File: config.mk
export PLATFORM = sky130hd
export DESIGN_NAME = piecewise_linear_color_map
export DESIGN_NICKNAME = d
export VERILOG_FILES = /design/src/rtl/plcm_pkg.sv /design/src/rtl/plcm_ram.sv /design/src/rtl/plcm_queue.sv /design/src/rtl/plcm_front.sv /design/src/rtl/plcm_back.sv /design/src/rtl/piecewise_linear_color_map.sv
export SDC_FILE = /design/constraint.sdc
export NUM_CORES = 2
export LEC_CHECK = 0
export BUFFER_PORTS_ARGS = -buffer_cell sky130_fd_sc_hd__buf_2
export CAP_MARGIN = 15
export CELL_PAD_IN_SITES_DETAIL_PLACEMENT = 0
export CELL_PAD_IN_SITES_GLOBAL_PLACEMENT = 1
export CORE_MARGIN = 3
export CORE_UTILIZATION = 52
export CTS_BUF_LIST = sky130_fd_sc_hd__clkbuf_4
export DETAILED_ROUTE_END_ITERATION = 10
export PLACE_DENSITY_LB_ADDON = 0.1
export REMOVE_ABC_BUFFERS = 1
export SETUP_SLACK_MARGIN = 0.15
export SYNTH_ARGS = -nofsm -noshare
export SYNTH_HDL_FRONTEND = slang
export SYNTH_HIERARCHICAL = 1
export SYNTH_SLANG_ARGS = --single-unit
File: constraint.sdc
create_clock -name i_clk -period 28.8 [get_ports i_clk]
set_input_delay 1.44 -clock i_clk [delete_from_list [all_inputs] [get_ports i_clk]]
set_output_delay 1.44 -clock i_clk [all_outputs]
set_load 0.01 [all_outputs]
File: src/rtl/plcm_pkg.sv
// Shared types and constants for the piecewise-linear color map.
// No dependencies; imported by every module of the block but plcm_ram.
`timescale 1ns / 1ps
`default_nettype none

package plcm_pkg;

    localparam int MAX_ENTRIES_DEF = 16;
    localparam int VALUE_WIDTH_DEF = 24;

    localparam int CH_W    = 8;
    localparam int COLOR_W = 3 * CH_W;
    localparam int CNT_W   = 5;
    localparam int IDX_W   = 4;

    localparam logic [CNT_W-1:0] ENTRY_COUNT_RESET = 5'd2;

    localparam logic CMD_MAP   = 1'b0;
    localparam logic CMD_WRITE = 1'b1;

    localparam logic REG_ENTRY_COUNT = 1'b0;

    typedef struct packed {
        logic full;
        logic empty;
    } t_q_status;

endpackage

`default_nettype wire

File: src/rtl/plcm_ram.sv
// Generic single-write, single-read RAM with registered read data.
// No dependencies.
`timescale 1ns / 1ps
`default_nettype none

module plcm_ram #(
    parameter int WIDTH = 8,
    parameter int DEPTH = 16
) (
    input  wire logic                     i_clk,
    input  wire logic                     i_we,
    input  wire logic [$clog2(DEPTH)-1:0] i_waddr,
    input  wire logic [WIDTH-1:0]         i_wdata,
    input  wire logic [$clog2(DEPTH)-1:0] i_raddr,
    output logic      [WIDTH-1:0]         o_rdata
);

    logic [WIDTH-1:0] r_mem [DEPTH];

    always_ff @(posedge i_clk) begin
        if (i_we) begin
            r_mem[i_waddr] <= i_wdata;
        end
        o_rdata <= r_mem[i_raddr];
    end

endmodule

`default_nettype wire

File: src/rtl/plcm_queue.sv
// Two-entry queue that decouples the search front from the divide back.
// Depends on plcm_pkg for the status struct.
`timescale 1ns / 1ps
`default_nettype none

module plcm_queue
    import plcm_pkg::*;
#(
    parameter int WIDTH = 8
) (
    input  wire logic             i_clk,
    input  wire logic             i_rst_n,
    input  wire logic             i_push,
    input  wire logic [WIDTH-1:0] i_data,
    input  wire logic             i_pop,
    output logic      [WIDTH-1:0] o_data,
    output t_q_status             o_status
);

    logic [WIDTH-1:0] r_slot [2];
    logic             r_wr;
    logic             r_rd;
    logic [1:0]       r_count;

    assign o_data          = r_slot[r_rd];
    assign o_status.full   = (r_count == 2'd2);
    assign o_status.empty  = (r_count == 2'd0);

    always_ff @(posedge i_clk) begin
        if (!i_rst_n) begin
            r_wr    <= 1'b0;
            r_rd    <= 1'b0;
            r_count <= 2'd0;
        end else begin
            if (i_push) begin
                r_wr <= ~r_wr;
            end
            if (i_pop) begin
                r_rd <= ~r_rd;
            end
            if (i_push && !i_pop) begin
                r_count <= r_count + 2'd1;
            end else if (i_pop && !i_push) begin
                r_count <= r_count - 2'd1;
            end
        end
        if (i_push) begin
            r_slot[r_wr] <= i_data;
        end
    end

endmodule

`default_nettype wire

File: src/rtl/plcm_front.sv
// Front part: accepts words, loads the table, searches the breakpoints.
// Depends on plcm_pkg; drives the table RAM and pushes jobs into the queue.
`timescale 1ns / 1ps
`default_nettype none

module plcm_front
    import plcm_pkg::*;
#(
    parameter int MAX_ENTRIES = MAX_ENTRIES_DEF,
    parameter int VALUE_WIDTH = VALUE_WIDTH_DEF,
    localparam int AW  = $clog2(MAX_ENTRIES),
    localparam int DW  = VALUE_WIDTH + 1,
    localparam int JW  = 1 + 2 * COLOR_W + 3 * DW,
    localparam int EW  = VALUE_WIDTH + COLOR_W
) (
    input  wire logic                          i_clk,
    input  wire logic                          i_rst_n,
    input  wire logic [CNT_W-1:0]              i_entry_count,
    input  wire logic                          i_valid,
    output logic                               o_stall,
    input  wire logic                          i_command,
    input  wire logic [IDX_W-1:0]              i_entry_index,
    input  wire logic signed [VALUE_WIDTH-1:0] i_breakpoint,
    input  wire logic [CH_W-1:0]               i_entry_red,
    input  wire logic [CH_W-1:0]               i_entry_green,
    input  wire logic [CH_W-1:0]               i_entry_blue,
    input  wire logic signed [VALUE_WIDTH-1:0] i_sample_value,
    output logic                               o_ram_we,
    output logic [AW-1:0]                      o_ram_waddr,
    output logic [EW-1:0]                      o_ram_wdata,
    output logic [AW-1:0]                      o_ram_raddr,
    input  wire logic [EW-1:0]                 i_ram_rdata,
    output logic                               o_push,
    output logic [JW-1:0]                      o_job,
    input  wire t_q_status                     i_q_status
);

    localparam int NW = $clog2(MAX_ENTRIES + 1);
    localparam int CW = (NW > CNT_W) ? NW : CNT_W;
    // One spare bit so that MAX_ENTRIES itself fits for the range check.
    localparam int XW = ((AW > IDX_W) ? AW : IDX_W) + 1;

    typedef enum logic [1:0] {
        S_IDLE,
        S_REQ,
        S_CHK,
        S_PUSH
    } t_state;

    t_state                         r_state;
    logic [AW-1:0]                  r_idx;
    logic [NW-1:0]                  r_n;
    logic signed [VALUE_WIDTH-1:0]  r_v;
    logic signed [VALUE_WIDTH-1:0]  r_prev_b;
    logic [COLOR_W-1:0]             r_prev_c;
    logic [JW-1:0]                  r_job;

    logic                           accept;
    logic [XW-1:0]                  widx;
    logic [CW-1:0]                  cnt_x;
    logic [CW-1:0]                  max_x;
    logic [CW-1:0]                  n_eff;
    logic signed [VALUE_WIDTH-1:0]  rd_b;
    logic [COLOR_W-1:0]             rd_c;
    logic [NW-1:0]                  idx_next;
    logic signed [DW-1:0]           v_x;
    logic signed [DW-1:0]           b_x;
    logic signed [DW-1:0]           lo_x;
    logic signed [DW-1:0]           wlo;
    logic signed [DW-1:0]           whi;
    logic signed [DW-1:0]           span;

    assign accept  = i_valid && (r_state == S_IDLE);
    assign o_stall = (r_state != S_IDLE);

    assign widx        = XW'(i_entry_index);
    assign o_ram_we    = accept && (i_command == CMD_WRITE) && (widx < XW'(MAX_ENTRIES));
    assign o_ram_waddr = widx[AW-1:0];
    assign o_ram_wdata = {i_breakpoint, i_entry_red, i_entry_green, i_entry_blue};
    assign o_ram_raddr = r_idx;

    assign cnt_x = CW'(i_entry_count);
    assign max_x = CW'(MAX_ENTRIES);
    assign n_eff = (cnt_x < CW'(2)) ? CW'(2) : ((cnt_x > max_x) ? max_x : cnt_x);

    assign rd_b     = i_ram_rdata[EW-1:COLOR_W];
    assign rd_c     = i_ram_rdata[COLOR_W-1:0];
    assign idx_next = NW'(r_idx) + NW'(1);

    assign v_x  = DW'(r_v);
    assign b_x  = DW'(rd_b);
    assign lo_x = DW'(r_prev_b);
    assign wlo  = b_x - v_x;
    assign whi  = v_x - lo_x;
    assign span = b_x - lo_x;

    assign o_push = (r_state == S_PUSH) && !i_q_status.full;
    assign o_job  = r_job;

    // A job carries a direct flag; a direct job outputs its second color as is.
    always_ff @(posedge i_clk) begin
        if (!i_rst_n) begin
            r_state <= S_IDLE;
            r_idx   <= '0;
        end else begin
            case (r_state)
                S_IDLE: begin
                    if (accept && (i_command == CMD_MAP)) begin
                        r_v     <= i_sample_value;
                        r_n     <= NW'(n_eff);
                        r_idx   <= '0;
                        r_state <= S_REQ;
                    end
                end
                S_REQ: begin
                    r_state <= S_CHK;
                end
                S_CHK: begin
                    r_prev_b <= rd_b;
                    r_prev_c <= rd_c;
                    if (r_idx == '0) begin
                        if (r_v < rd_b) begin
                            r_job   <= {1'b1, COLOR_W'(0), rd_c, (3 * DW)'(0)};
                            r_state <= S_PUSH;
                        end else begin
                            r_idx   <= AW'(1);
                            r_state <= S_REQ;
                        end
                    end else if (r_v > rd_b) begin
                        if (idx_next >= r_n) begin
                            r_job   <= {1'b1, COLOR_W'(0), rd_c, (3 * DW)'(0)};
                            r_state <= S_PUSH;
                        end else begin
                            r_idx   <= idx_next[AW-1:0];
                            r_state <= S_REQ;
                        end
                    end else if (rd_b <= r_prev_b) begin
                        r_job   <= {1'b1, COLOR_W'(0), rd_c, (3 * DW)'(0)};
                        r_state <= S_PUSH;
                    end else begin
                        r_job   <= {1'b0, r_prev_c, rd_c, wlo, whi, span};
                        r_state <= S_PUSH;
                    end
                end
                S_PUSH: begin
                    if (!i_q_status.full) begin
                        r_state <= S_IDLE;
                    end
                end
                default: begin
                    r_state <= S_IDLE;
                end
            endcase
        end
    end

endmodule

`default_nettype wire

File: src/rtl/plcm_back.sv
// Back part: blends the two colors of a job and divides, eight quotient bits.
// Depends on plcm_pkg; pops jobs from the queue and holds the output word.
`timescale 1ns / 1ps
`default_nettype none

module plcm_back
    import plcm_pkg::*;
#(
    parameter int VALUE_WIDTH = VALUE_WIDTH_DEF,
    localparam int DW = VALUE_WIDTH + 1,
    localparam int JW = 1 + 2 * COLOR_W + 3 * DW
) (
    input  wire logic            i_clk,
    input  wire logic            i_rst_n,
    input  wire logic [JW-1:0]   i_job,
    input  wire t_q_status       i_q_status,
    output logic                 o_pop,
    output logic                 o_valid,
    input  wire logic            i_stall,
    output logic [CH_W-1:0]      o_out_red,
    output logic [CH_W-1:0]      o_out_green,
    output logic [CH_W-1:0]      o_out_blue
);

    localparam int PW   = CH_W + DW;
    localparam int NUMW = PW + 1;

    typedef enum logic [2:0] {
        B_IDLE,
        B_MUL,
        B_SUM,
        B_DIV,
        B_OUT
    } t_state;

    t_state             r_state;
    logic [2:0]         r_step;
    logic [COLOR_W-1:0] r_c0;
    logic [COLOR_W-1:0] r_c1;
    logic [DW-1:0]      r_wlo;
    logic [DW-1:0]      r_whi;
    logic [DW-1:0]      r_d;
    logic [PW-1:0]      r_p0 [3];
    logic [PW-1:0]      r_p1 [3];
    logic [NUMW-1:0]    r_rem [3];
    logic [NUMW-1:0]    r_dsh;
    logic [CH_W-1:0]    r_q [3];

    logic               job_direct;
    logic [COLOR_W-1:0] job_c0;
    logic [COLOR_W-1:0] job_c1;
    logic [DW-1:0]      job_wlo;
    logic [DW-1:0]      job_whi;
    logic [DW-1:0]      job_d;

    assign {job_direct, job_c0, job_c1, job_wlo, job_whi, job_d} = i_job;

    assign o_pop = (r_state == B_IDLE) && !i_q_status.empty;

    always_ff @(posedge i_clk) begin
        if (!i_rst_n) begin
            r_state <= B_IDLE;
            r_step  <= '0;
            o_valid <= 1'b0;
        end else begin
            case (r_state)
                B_IDLE: begin
                    if (!i_q_status.empty) begin
                        if (job_direct) begin
                            o_out_red   <= job_c1[3*CH_W-1:2*CH_W];
                            o_out_green <= job_c1[2*CH_W-1:CH_W];
                            o_out_blue  <= job_c1[CH_W-1:0];
                            o_valid     <= 1'b1;
                            r_state     <= B_OUT;
                        end else begin
                            r_c0    <= job_c0;
                            r_c1    <= job_c1;
                            r_wlo   <= job_wlo;
                            r_whi   <= job_whi;
                            r_d     <= job_d;
                            r_state <= B_MUL;
                        end
                    end
                end
                B_MUL: begin
                    for (int ch = 0; ch < 3; ch++) begin
                        r_p0[ch] <= PW'(r_c0[(2-ch)*CH_W +: CH_W]) * PW'(r_wlo);
                        r_p1[ch] <= PW'(r_c1[(2-ch)*CH_W +: CH_W]) * PW'(r_whi);
                    end
                    r_state <= B_SUM;
                end
                B_SUM: begin
                    for (int ch = 0; ch < 3; ch++) begin
                        r_rem[ch] <= NUMW'(r_p0[ch]) + NUMW'(r_p1[ch]);
                    end
                    r_dsh   <= NUMW'(r_d) << (CH_W - 1);
                    r_step  <= '0;
                    r_state <= B_DIV;
                end
                B_DIV: begin
                    // Restoring division, most significant quotient bit first.
                    for (int ch = 0; ch < 3; ch++) begin
                        if (r_rem[ch] >= r_dsh) begin
                            r_rem[ch] <= r_rem[ch] - r_dsh;
                            r_q[ch]   <= {r_q[ch][CH_W-2:0], 1'b1};
                        end else begin
                            r_q[ch]   <= {r_q[ch][CH_W-2:0], 1'b0};
                        end
                    end
                    r_dsh  <= r_dsh >> 1;
                    r_step <= r_step + 3'd1;
                    if (r_step == 3'(CH_W - 1)) begin
                        r_state <= B_OUT;
                        o_valid <= 1'b1;
                    end
                end
                B_OUT: begin
                    if (!i_stall) begin
                        o_valid <= 1'b0;
                        r_state <= B_IDLE;
                    end
                end
                default: begin
                    r_state <= B_IDLE;
                end
            endcase
            if (r_state == B_DIV && r_step == 3'(CH_W - 1)) begin
                o_out_red   <= (r_rem[0] >= r_dsh) ? {r_q[0][CH_W-2:0], 1'b1}
                                                   : {r_q[0][CH_W-2:0], 1'b0};
                o_out_green <= (r_rem[1] >= r_dsh) ? {r_q[1][CH_W-2:0], 1'b1}
                                                   : {r_q[1][CH_W-2:0], 1'b0};
                o_out_blue  <= (r_rem[2] >= r_dsh) ? {r_q[2][CH_W-2:0], 1'b1}
                                                   : {r_q[2][CH_W-2:0], 1'b0};
            end
        end
    end

endmodule

`default_nettype wire

File: src/rtl/piecewise_linear_color_map.sv
// Top level of the piecewise-linear color map.
// Depends on plcm_pkg, plcm_ram, plcm_queue, plcm_front and plcm_back.
//
// The input channel (i_valid / o_stall) carries one word per command. A write
// word loads one table entry: a signed breakpoint and an RGB color. A map
// word carries a sample value and yields one output word on the result
// channel (o_valid / i_stall) holding the blended color; a write word yields
// nothing. Entries must be written before a map word reads them.
// The number of entries searched is set over the APB port, register 0.
//
// The front searches the table one entry at a time, a read state and a check
// state per entry, out of a RAM with registered read; a write word needs no
// search. The back blends and divides in one multiply step, one add step and
// eight restoring-divide steps; a clamp or zero-interval result skips that.
// A two-entry queue lets the front search the next word while the back
// divides or its output is stalled. Reset clears all control state and sets
// the entry count to 2; the table contents are left as they are. While
// i_stall is high the output word holds and the block keeps taking input
// until the queue fills.
`timescale 1ns / 1ps
`default_nettype none

module piecewise_linear_color_map
    import plcm_pkg::*;
#(
    parameter int MAX_ENTRIES = MAX_ENTRIES_DEF,
    parameter int VALUE_WIDTH = VALUE_WIDTH_DEF
) (
    input  wire logic                          i_clk,
    input  wire logic                          i_rst_n,
    input  wire logic                          psel,
    input  wire logic                          penable,
    input  wire logic                          pwrite,
    input  wire logic [2:0]                    paddr,
    input  wire logic [31:0]                   pwdata,
    output logic      [31:0]                   prdata,
    output logic                               pready,
    input  wire logic                          i_valid,
    output logic                               o_stall,
    input  wire logic                          i_command,
    input  wire logic [IDX_W-1:0]              i_entry_index,
    input  wire logic signed [VALUE_WIDTH-1:0] i_breakpoint,
    input  wire logic [CH_W-1:0]               i_entry_red,
    input  wire logic [CH_W-1:0]               i_entry_green,
    input  wire logic [CH_W-1:0]               i_entry_blue,
    input  wire logic signed [VALUE_WIDTH-1:0] i_sample_value,
    output logic                               o_valid,
    input  wire logic                          i_stall,
    output logic [CH_W-1:0]                    o_out_red,
    output logic [CH_W-1:0]                    o_out_green,
    output logic [CH_W-1:0]                    o_out_blue
);

    localparam int AW = $clog2(MAX_ENTRIES);
    localparam int DW = VALUE_WIDTH + 1;
    localparam int JW = 1 + 2 * COLOR_W + 3 * DW;
    localparam int EW = VALUE_WIDTH + COLOR_W;

    logic [CNT_W-1:0] r_entry_count;
    logic             ram_we;
    logic [AW-1:0]    ram_waddr;
    logic [EW-1:0]    ram_wdata;
    logic [AW-1:0]    ram_raddr;
    logic [EW-1:0]    ram_rdata;
    logic             q_push;
    logic             q_pop;
    logic [JW-1:0]    q_in;
    logic [JW-1:0]    q_out;
    t_q_status        q_status;

    // Configuration register: only the entry count, at byte address 0.
    assign pready = 1'b1;
    assign prdata = (paddr[2] == REG_ENTRY_COUNT) ? 32'(r_entry_count) : 32'd0;

    always_ff @(posedge i_clk) begin
        if (!i_rst_n) begin
            r_entry_count <= ENTRY_COUNT_RESET;
        end else if (psel && penable && pwrite && (paddr[2] == REG_ENTRY_COUNT)) begin
            r_entry_count <= pwdata[CNT_W-1:0];
        end
    end

    plcm_ram #(
        .WIDTH (EW),
        .DEPTH (MAX_ENTRIES)
    ) u_table (
        .i_clk   (i_clk),
        .i_we    (ram_we),
        .i_waddr (ram_waddr),
        .i_wdata (ram_wdata),
        .i_raddr (ram_raddr),
        .o_rdata (ram_rdata)
    );

    plcm_front #(
        .MAX_ENTRIES (MAX_ENTRIES),
        .VALUE_WIDTH (VALUE_WIDTH)
    ) u_front (
        .i_clk          (i_clk),
        .i_rst_n        (i_rst_n),
        .i_entry_count  (r_entry_count),
        .i_valid        (i_valid),
        .o_stall        (o_stall),
        .i_command      (i_command),
        .i_entry_index  (i_entry_index),
        .i_breakpoint   (i_breakpoint),
        .i_entry_red    (i_entry_red),
        .i_entry_green  (i_entry_green),
        .i_entry_blue   (i_entry_blue),
        .i_sample_value (i_sample_value),
        .o_ram_we       (ram_we),
        .o_ram_waddr    (ram_waddr),
        .o_ram_wdata    (ram_wdata),
        .o_ram_raddr    (ram_raddr),
        .i_ram_rdata    (ram_rdata),
        .o_push         (q_push),
        .o_job          (q_in),
        .i_q_status     (q_status)
    );

    plcm_queue #(
        .WIDTH (JW)
    ) u_queue (
        .i_clk    (i_clk),
        .i_rst_n  (i_rst_n),
        .i_push   (q_push),
        .i_data   (q_in),
        .i_pop    (q_pop),
        .o_data   (q_out),
        .o_status (q_status)
    );

    plcm_back #(
        .VALUE_WIDTH (VALUE_WIDTH)
    ) u_back (
        .i_clk       (i_clk),
        .i_rst_n     (i_rst_n),
        .i_job       (q_out),
        .i_q_status  (q_status),
        .o_pop       (q_pop),
        .o_valid     (o_valid),
        .i_stall     (i_stall),
        .o_out_red   (o_out_red),
        .o_out_green (o_out_green),
        .o_out_blue  (o_out_blue)
    );

endmodule

`default_nettype wire

==> impl_metrics.toml <==
[worst_setup_path]
path_cells = "and2_1 -> fa_1 -> fa_1 -> fa_1 -> inv_1 -> fa_1 -> inv_1 -> ha_1 -> and3_1 -> and3_1 -> o211ai_1 -> a311oi_1 -> o2111a_1 -> a311oi_1 -> nor3_1 -> a2111oi_2 -> o21ai_1 -> xnor2_1"
critPathMaxStageDelay_ns = 1.02
required_ns = 29.82
slowest_stage = "edfxtp_1"
critPathKind = "reg2reg"
crit_family = "adder cells"
reg2reg_depth = 18
crit_top_cell = "fa_1"
cp.buffers_inverters = 2
worstPathArrival_ns = 7.61
r2r-end = "u_back/r_p1[0][95]"
critPathCaptureType = "register"
rrSetupSlack_ns = 22.21
r2r-start = "u_back/r_c1[3]"
startpoint_type = "register"
worst-path-max-fanout = 25

[logic_synthesis]
synth.avg_cell_area_sq_um = 12.5
yosysWarnings = 6
synth_seq_cells = 1788
ys.flop_type = "edfxtp_1"
synth_edf_count = 1716
syn_inst = 9195
yosys.area.top_type = "edfxtp_1"
syn_area_sq_um = 115000
synthTopCellsByArea = "edfxtp_1 (45%), fa_1 (15%), ha_1 (6.5%)"
ys_types = 108
synth_top_area_share = 0.448
synth-seq-area-share = 0.461
async_reset_ff_frac = 0

[floorplanning]
initial_core_util = 0.526
core_sq_um = 218000
dieArea_sq_um = 227000
die_w_um = 476
pin_count = 178
core.rowCount = 171
die_y_um = 476

[global_route]
globalRouteTotalUtil = 0.257
grt_pass1_wl_um = 445000
grt_max_degree = 125
grt-ovfl-total = 0
grt_pass1_vias = 75314
antenna_found_initial = 33

[timing]
finalSetupViolations = 0
hold_viol = 0
fin_hold_ws_ns = 0.324
worst_slew_pin_slew_ns = 1.18
min_period_ns = 6.59
drv_slew = 0
fmax_mhz = 152
max_slew_margin = 0.215
period_share = 0.229
clock_skew_ns = 0.252
rsz0062_at_grt = "false"
setup_tns_ns = 0

[worst_hold_path]
hold_end = "u_front/r_v[2]"
min_path_cells = 1
hp-class = "in2reg"
min-delay-start = "i_sample_value[2]"

[drt]
ant_nets = 0
route.met2.wl_um = 150000
wirelength_met1_um = 116000
drc = 0
vias_per_cell = 5.59
routed_wl_um = 291000
drt_iter0_drc = 4446
dr_wl_met3_um = 13400
wl_per_cell_um = 22.7
dr.pass1.iters = 6
top_layer_used = "met5"
num_vias = 71707

[placement]
dpl.hpwl_um = 204000
postPlaceCellArea_sq_um = 118000
gpl.final_weighted_congestion = 0.888
numPortBuffers = 120

[pwr]
leakage_nw = 49.9
switching_power_w = 0.00544
power.share.switching = 0.423
totalPowerFinal_w = 0.0129
p_comb_frac = 0.561
powerDensity_nw_per_um2 = 103
internal-power_w = 0.00742
peakVddDrop_uv = 97.2
clock_power_share = 0.165
power_frac_seq = 0.275

[final_layout]
fin_area_sq_um = 124000
drive_gt1_frac = 0.143
fin_nets = 11054
synthToLayoutAreaGrowth_pct = 8.14
post-route-util = 0.569

[clock_tree]
post_cts_buffers = 0
cts_tree = "done"
cts-hold-fix-buffers = 0
path_clk_slew_ns = 0.06
cts_root_buf = "clkbuf_4"
cts_buffers = 460
clock-sinks = 1788
clock_latency_ns = 1.41
h-tree-depth = 5
clk_path_buf_depth = 4
cts-resized-gates = 0

[outcome]
outcome = "complete, no violations"

[run]
drv_cap = 0
[power by group through the flow]
stage / clock, W / sequential, W / combinational [W]
global route: 0.00233 / 0.00354 / 0.00813
detailed placement: 0 / 0.00360 / 0.00731
floorplan: 0 / 0.00356 / 0.00525
CTS: 0.00219 / 0.00354 / 0.00735
finish: 0.00212 / 0.00353 / 0.00721
global placement: 0 / 0.00360 / 0.00724
[stage by stage]
stage | cells | worst slack [ns]
floorplan | 8786 | 7.51
global placement | 11978 | 22.28
detailed placement | 11978 | 22.21
CTS | 12801 | 22.22
global route | 12810 | 21.82
finish | 12822 | 22.21
[how the worst max path moves through the flow]
stage / start / endpoint / slack [ns] / depth (start not counted)
3_5_place_dp: u_back/r_c1[3] / u_back/r_p1[0][95] / 22.21 / 18
2_1_floorplan: i_rst_n / u_back/r_p0[0][0] / 7.51 / 1
4_1_cts: u_back/r_c1[3] / u_back/r_p1[0][95] / 22.22 / 18
6_report: u_back/r_c1[3] / u_back/r_p1[0][95] / 22.21 / 18
5_1_grt: u_back/r_c1[3] / u_back/r_p1[0][95] / 21.82 / 18
3_3_place_gp: u_back/r_c1[3] / u_back/r_p1[0][95] / 22.28 / 18
[layer usage]
layer / GRT usage / vias to the layer above
met5: 0 / -
met4: 0.105 / 14
met3: 0.0359 / 484
met2: 0.455 / 1824
met1: 0.317 / 36529
li1: - / 32856
[flip-flops by register name (all words and copies together) (netlist names), 24 cells and up, named ones only]
register / flops
u_table/r_mem: 768
u_queue/r_slot: 248
u_front/o_job: 124
u_back/r_rem: 102
u_back/r_p0: 99
u_back/r_p1: 99
u_table/o_rdata: 48
u_back/r_dsh: 32
u_back/r_d: 25
u_back/r_whi: 25
u_back/r_wlo: 25
u_back/r_c0: 24
u_back/r_c1: 24
u_front/r_prev_b: 24
u_front/r_prev_c: 24
u_front/r_v: 24
[cell usage in the layout (no fill, tap or decap), drive strengths merged, types with 135 or more instances in the layout]
cell | Yosys | final
clkbuf | 277 | 676
mux4 | 192 | 192
nor2 | 339 | 339
a21o | 181 | 181
clkinv | 0 | 135
and2 | 950 | 950
a21oi | 372 | 372
mux2 | 156 | 156
edfxtp | 1716 | 1716
o21ai | 270 | 270
ha | 596 | 596
inv | 999 | 1005
xnor2 | 219 | 219
nand2 | 595 | 595
fa | 837 | 837
buf | 158 | 254
xor2 | 165 | 165
[layout make-up]
type / count / area [sq um]
antenna: 18 / 45.0
clock buffer: 676 / 5070
clock inverter: 147 / 704
fill: 18183 / 94100
inverter: 999 / 3750
multi-input combinational: 5999 / 56400
sequential: 1788 / 53000
tap: 2941 / 3680
timing repair buffer: 254 / 1700
[cell usage after synthesis (all sizes together), types with 17 or more instances]
cell	count
nor2b	77
nand3	82
o211ai	35
nor2	339
mux2i	102
a211oi	38
xnor2	219
o21a	74
xor2	165
fa	837
edfxtp	1716
dfxtp	72
nor3	72
mux4	192
a22oi	100
and2	950
a31oi	38
ha	596
nand2	595
a21boi	17
nand4	47
o31a	18
o21bai	50
a21o	181
mux2	156
inv	999
o31ai	22
nand2b	67
o21ai	270
or3	20
buf	158
clkbuf	277
and3	36
a21oi	372
[cell families after synthesis]
kind of cell    count (synthesis)  share of synthesized area
compound gates               1350                     0.0770
xor+xnor                      384                     0.0293
fa+ha+maj                    1433                      0.211
buf+inv                      1434                     0.0516
flops                        1788                      0.461
mux                           450                     0.0637
other cells                     2                  0.0000653
simple gates                 2354                      0.107
Power figures use the tool's default switching activity.
